===== src/rtl/srt_pkg.sv =====
// srt_pkg: item types and command, status and sort key codes
// of the sortable record table. No dependencies.
`default_nettype none
package srt_pkg;

	localparam int FIELD_BYTES = 20;

	typedef enum logic [1:0] {
		CMD_ADD    = 2'd0,
		CMD_REMOVE = 2'd1,
		CMD_SORT   = 2'd2,
		CMD_LIST   = 2'd3
	} cmd_t;

	typedef enum logic [1:0] {
		KEY_CANCEL = 2'd0,
		KEY_NAME   = 2'd1,
		KEY_TYPE   = 2'd2,
		KEY_AMOUNT = 2'd3
	} sort_key_t;

	localparam logic [2:0] ST_OK        = 3'd0;
	localparam logic [2:0] ST_FULL      = 3'd1;
	localparam logic [2:0] ST_NOT_FOUND = 3'd2;
	localparam logic [2:0] ST_EMPTY     = 3'd3;
	localparam logic [2:0] ST_CANCELLED = 3'd4;

	typedef struct packed {
		logic [1:0]         cmd;
		logic [63:0]        name_w0;
		logic [63:0]        name_w1;
		logic [31:0]        name_w2;
		logic [63:0]        type_w0;
		logic [63:0]        type_w1;
		logic [31:0]        type_w2;
		logic signed [31:0] amount;
		logic [1:0]         sort_key;
	} in_item_t;

	typedef struct packed {
		logic [2:0]         status;
		logic [4:0]         position;
		logic [4:0]         fill;
		logic [63:0]        out_name_w0;
		logic [63:0]        out_name_w1;
		logic [31:0]        out_name_w2;
		logic [63:0]        out_type_w0;
		logic [63:0]        out_type_w1;
		logic [31:0]        out_type_w2;
		logic signed [31:0] out_amount;
		logic               last;
	} out_item_t;

endpackage
`default_nettype wire


===== src/rtl/srt_cmp.sv =====
// srt_cmp: shared record compare unit: ordering by the selected key
// and name equality. Uses srt_pkg.
`default_nettype none
module srt_cmp
	import srt_pkg::*;
#(
	parameter int TEXT_BYTES = 20
) (
	input  wire logic [1:0]                 key,
	input  wire logic [TEXT_BYTES*8*2+31:0] a,
	input  wire logic [TEXT_BYTES*8*2+31:0] b,
	output logic                            a_first,
	output logic                            names_eq
);
	localparam int TW = TEXT_BYTES * 8;

	logic [TW-1:0] a_name, b_name, a_type, b_type;
	logic signed [31:0] a_amt, b_amt;

	// text is zero filled past its end, so a plain unsigned compare is lexicographic
	assign {a_name, a_type, a_amt} = a;
	assign {b_name, b_type, b_amt} = b;
	assign names_eq = (a_name == b_name);

	always_comb begin
		case (key)
			KEY_NAME: a_first = (a_name < b_name);
			KEY_TYPE: a_first = (a_type < b_type);
			default:  a_first = (a_amt > b_amt);
		endcase
	end
endmodule
`default_nettype wire


===== config.mk =====
export PLATFORM = sky130hd
export DESIGN_NAME = srt_cmp
export DESIGN_NICKNAME = d
export VERILOG_FILES = /design/src/rtl/srt_pkg.sv /design/src/rtl/srt_cmp.sv
export SDC_FILE = /design/constraint.sdc
export NUM_CORES = 1
export LEC_CHECK = 0
export BUFFER_PORTS_ARGS = -buffer_cell sky130_fd_sc_hd__buf_2
export CORE_AREA = 2 2 272 274
export DETAILED_ROUTE_END_ITERATION = 12
export DIE_AREA = 0 0 274 276
export GPL_TIMING_DRIVEN = 0
export PLACE_DENSITY = 0.32
export SLEW_MARGIN = 20
export SYNTH_ARGS = -nofsm -noshare
export SYNTH_HDL_FRONTEND = slang
export SYNTH_SLANG_ARGS = --single-unit

===== constraint.sdc =====
create_clock -name vclk -period 3.6
set_input_delay 0.18 -clock vclk [all_inputs]
set_output_delay 0.18 -clock vclk [all_outputs]
set_load 0.01 [all_outputs]

==> impl_metrics.csv <==
group,metric,value,unit
cells_and_area,seq_cell_count,0,
critical_path,endpoint_kind,"primary output",
critical_path,crit_buf_inv,4,
cells_and_area,layout-drive-gt1-share,36.4,%
logic_synthesis,yosysSeqAreaShare,0,%
placement,dp_hpwl,47600,µm
run_status,outcome,"finished clean",
timing,tightest_slew,0.645,ns
hold_path,hold_end,"names_eq",
hold_path,hold_depth,5,
timing,rsz0062_at_grt,"false",
logic_synthesis,synth_nets,2318,
routing,viasPerCell,3.78,
floorplan,initial_core_util,12.1,%
timing,relSlewSlack,57.0,%
pwr,power_leakage,8.53,nW
floorplan,die_area,75600,µm²
cells_and_area,nNetsFinal,3029,
floorplan,ioPinCount,708,
cells_and_area,seq_area,0,µm²
critical_path,crit_arrival,3.10,ns
logic_synthesis,synth-xor-area-share,0,%
critical_path,critical-path-top-delay-family,"simple AND/OR/NAND/NOR gates",
global_routing,grt_max_degree,4,
routing,wire_per_inst,16.6,µm
routing,first_iter_violations,246,
routing,wirelength,48700,µm
timing,maxSlewViolCount,0,
pwr,power_density,97.0,nW/µm²
timing,fin_crit_sh,91.0,%
critical_path,crit_type,"in2out",
logic_synthesis,synthesis.area,8820,µm²
logic_synthesis,syn_inst,1259,
hold_path,hp-class,"in2out",
hold_path,min-delay-start,"b[192]",
global_routing,grt_use_total,12.1,%
logic_synthesis,synth_mux_area_share,0.128,%
critical_path,cp_max_fo,3,
timing,fmaxAchievable,305,MHz
critical_path,slowest_stage,"ha_1",
cells_and_area,n_clock_buffer,0,
critical_path,max_stage_delay,0.34,ns
placement,io_buffers,708,
logic_synthesis,ys_types,45,
logic_synthesis,synth_top_family_by_area,"adder cells",
critical_path,required,3.42,ns
critical_path,cp-start-kind,"input pin",
global_routing,grt_pass1_vias,12170,
cells_and_area,layout-area-overhead-vs-synth,54.1,%
routing,drtAntennaViolNets,0,
logic_synthesis,yosys_warnings,0,
logic_synthesis,yosys.area_share.simple,15.2,%
routing,dr.pass1.iters,4,
placement,routabilityCongestion,0.874,
pwr,ir_drop,0.0369,mV
floorplan,design.core.area,72600,µm²
timing,timing.setup.tns,0,ns
critical_path,crit_chain,"buf_2 > inv_1 > ha_1 > nand4_1 > nor2_1 > nand4_1 > buf_4 > nor4_2 > and3_1 > nand4b_1 > o211a_1 > a221o_1 > buf_2",
timing,hold_ws,0.925,ns
logic_synthesis,synthAdderAreaFrac,50.1,%
floorplan,die_x,274,µm
logic_synthesis,postSynthAreaPerCell,7.00,µm²
routing,routed-via-count,11087,
global_routing,overflow,0,
timing,setup_violations,0,
global_routing,antenna_found_initial,16,
logic_synthesis,synth-compound-area-share,19.4,%
routing,drc_errors,0,
floorplan,die_y,276,µm
global_routing,grt_pass1_wl,70400,µm
clock_network,cts_hold_buf,0,
run,drv_cap,0,
timing,hold_viol_final,0,
timing,period_minus_slack,3.28,ns
floorplan,rows,99,
==> synthesized netlist by cell type (all sizes together), types with 2 or more instances <==
cell     instances  share of area, %
o221ai           2              0.20
nand2           78               3.3
or3              5              0.35
a31oi            3              0.21
ha             353                50
o211ai           3              0.26
o21a             4              0.34
a221o            3              0.34
and3             3              0.21
o211a            2              0.23
nor4            10              0.78
a221oi           6              0.60
nor3b            2              0.17
a211oi          16               1.4
nand3           31               1.8
nor2            40               1.7
a21o            45               3.8
a2111oi          4              0.47
or4              2              0.17
a211o            3              0.30
nand4           62               4.4
o21ai           54               3.1
inv            355                15
nor2b           11              0.78
nand2b           4              0.28
a21oi          130               7.4
o2111ai          2              0.20
and4             2              0.20
nor3            12              0.68
==> what timing repair did <==
action,4_1_cts,5_1_grt
endpoints found under the setup margin,1,0
resized for setup,2,0
setup buffers,1,0
==> cell usage in the layout (no fill, tap or decap), types with 3 or more instances in the layout <==
cell type  synthesis  final
a21oi_1          130    129
a211oi_1          15     15
or3_1              5      5
o21a_1             4      4
nand2_1           78     78
inv_1            355    355
nand3_1           31     31
nand4_1           62     62
a31oi_1            3      3
buf_2              0    708
o21ai_0           53     53
a221oi_1           6      6
o211ai_1           3      3
diode_2            0      3
nor2b_1           11     11
nor4_1             9      8
a211o_1            3      3
and3_1             3      3
nand2b_1           4      4
nor3_1            12     12
a2111oi_0          3      3
nor2_1            40     40
a21o_1            45     45
ha_1             353    353
a221o_1            3      3
==> power by group <==
part	leakage, nW	internal, mW	switching [mW]
logic	8.53	0.663	0.656
clock network	0.0000190	0.000000111	0
registers	0	0	0
==> through the flow <==
| step | setup WS (ns) | cells | power [mW] | area [µm²] | util (%) |
|---|---|---|---|---|---|
| 6_report | 0.323 | 2930 | 1.32 | 13600 | 18.7 |
| 5_1_grt | 0.0828 | 2929 | 1.53 | 13600 | 18.7 |
| 4_1_cts | 0.166 | 2927 | 1.36 | 13600 | 18.7 |
| 3_5_place_dp | -0.292 | 2926 | 1.34 | 13600 | 18.7 |
| 3_3_place_gp | -0.245 | 2926 | 1.33 | 13600 | 18.7 |
| 2_1_floorplan | 1.31 | 1259 | 0.668 | 8820 | - |
==> worst max path at each step <==
stage,from,to,cells after the start,slack (ns)
after detailed placement,b[343],a_first,12,-0.29
after floorplan,b[206],a_first,11,1.31
final,b[343],a_first,13,0.32
after global routing,b[335],a_first,13,0.08
after CTS,b[343],a_first,13,0.17
after global placement,b[343],a_first,12,-0.25
==> cell families after synthesis <==
| logic type | after synthesis |
|---|---|
| buffers and inverters | 355 |
| adders and majority gates | 353 |
| AOI/OAI and AO/OA | 283 |
| and+or+nand+nor | 267 |
| muxes | 1 |
==> layer usage <==
metal | wire [µm] | up-vias | track usage, %
met3 | 4090 | 38 | 2.93
met5 | 117 | - | 0
met1 | 16900 | 4814 | 11.7
li1 | - | 5781 | -
met2 | 27100 | 436 | 26.1
met4 | 431 | 18 | 0.599
==> final cells by class <==
| class | instances | area [µm²] |
|---|---|---|
| Timing Repair Buffer | 709 | 3550 |
| Tap cell | 959 | 1200 |
| Multi-Input combinational cell | 904 | 7500 |
| Antenna cell | 3 | 7.51 |
| Fill cell | 8519 | 59000 |
| Inverter | 355 | 1330 |
==> worst min-delay path, cell delays in order <==
cell	delay, ns
buf_2	0.09
ha_1	0.21
nand4_1	0.08
nor4_1	0.04
buf_2	0.14
Power figures use the tool's default switching activity.
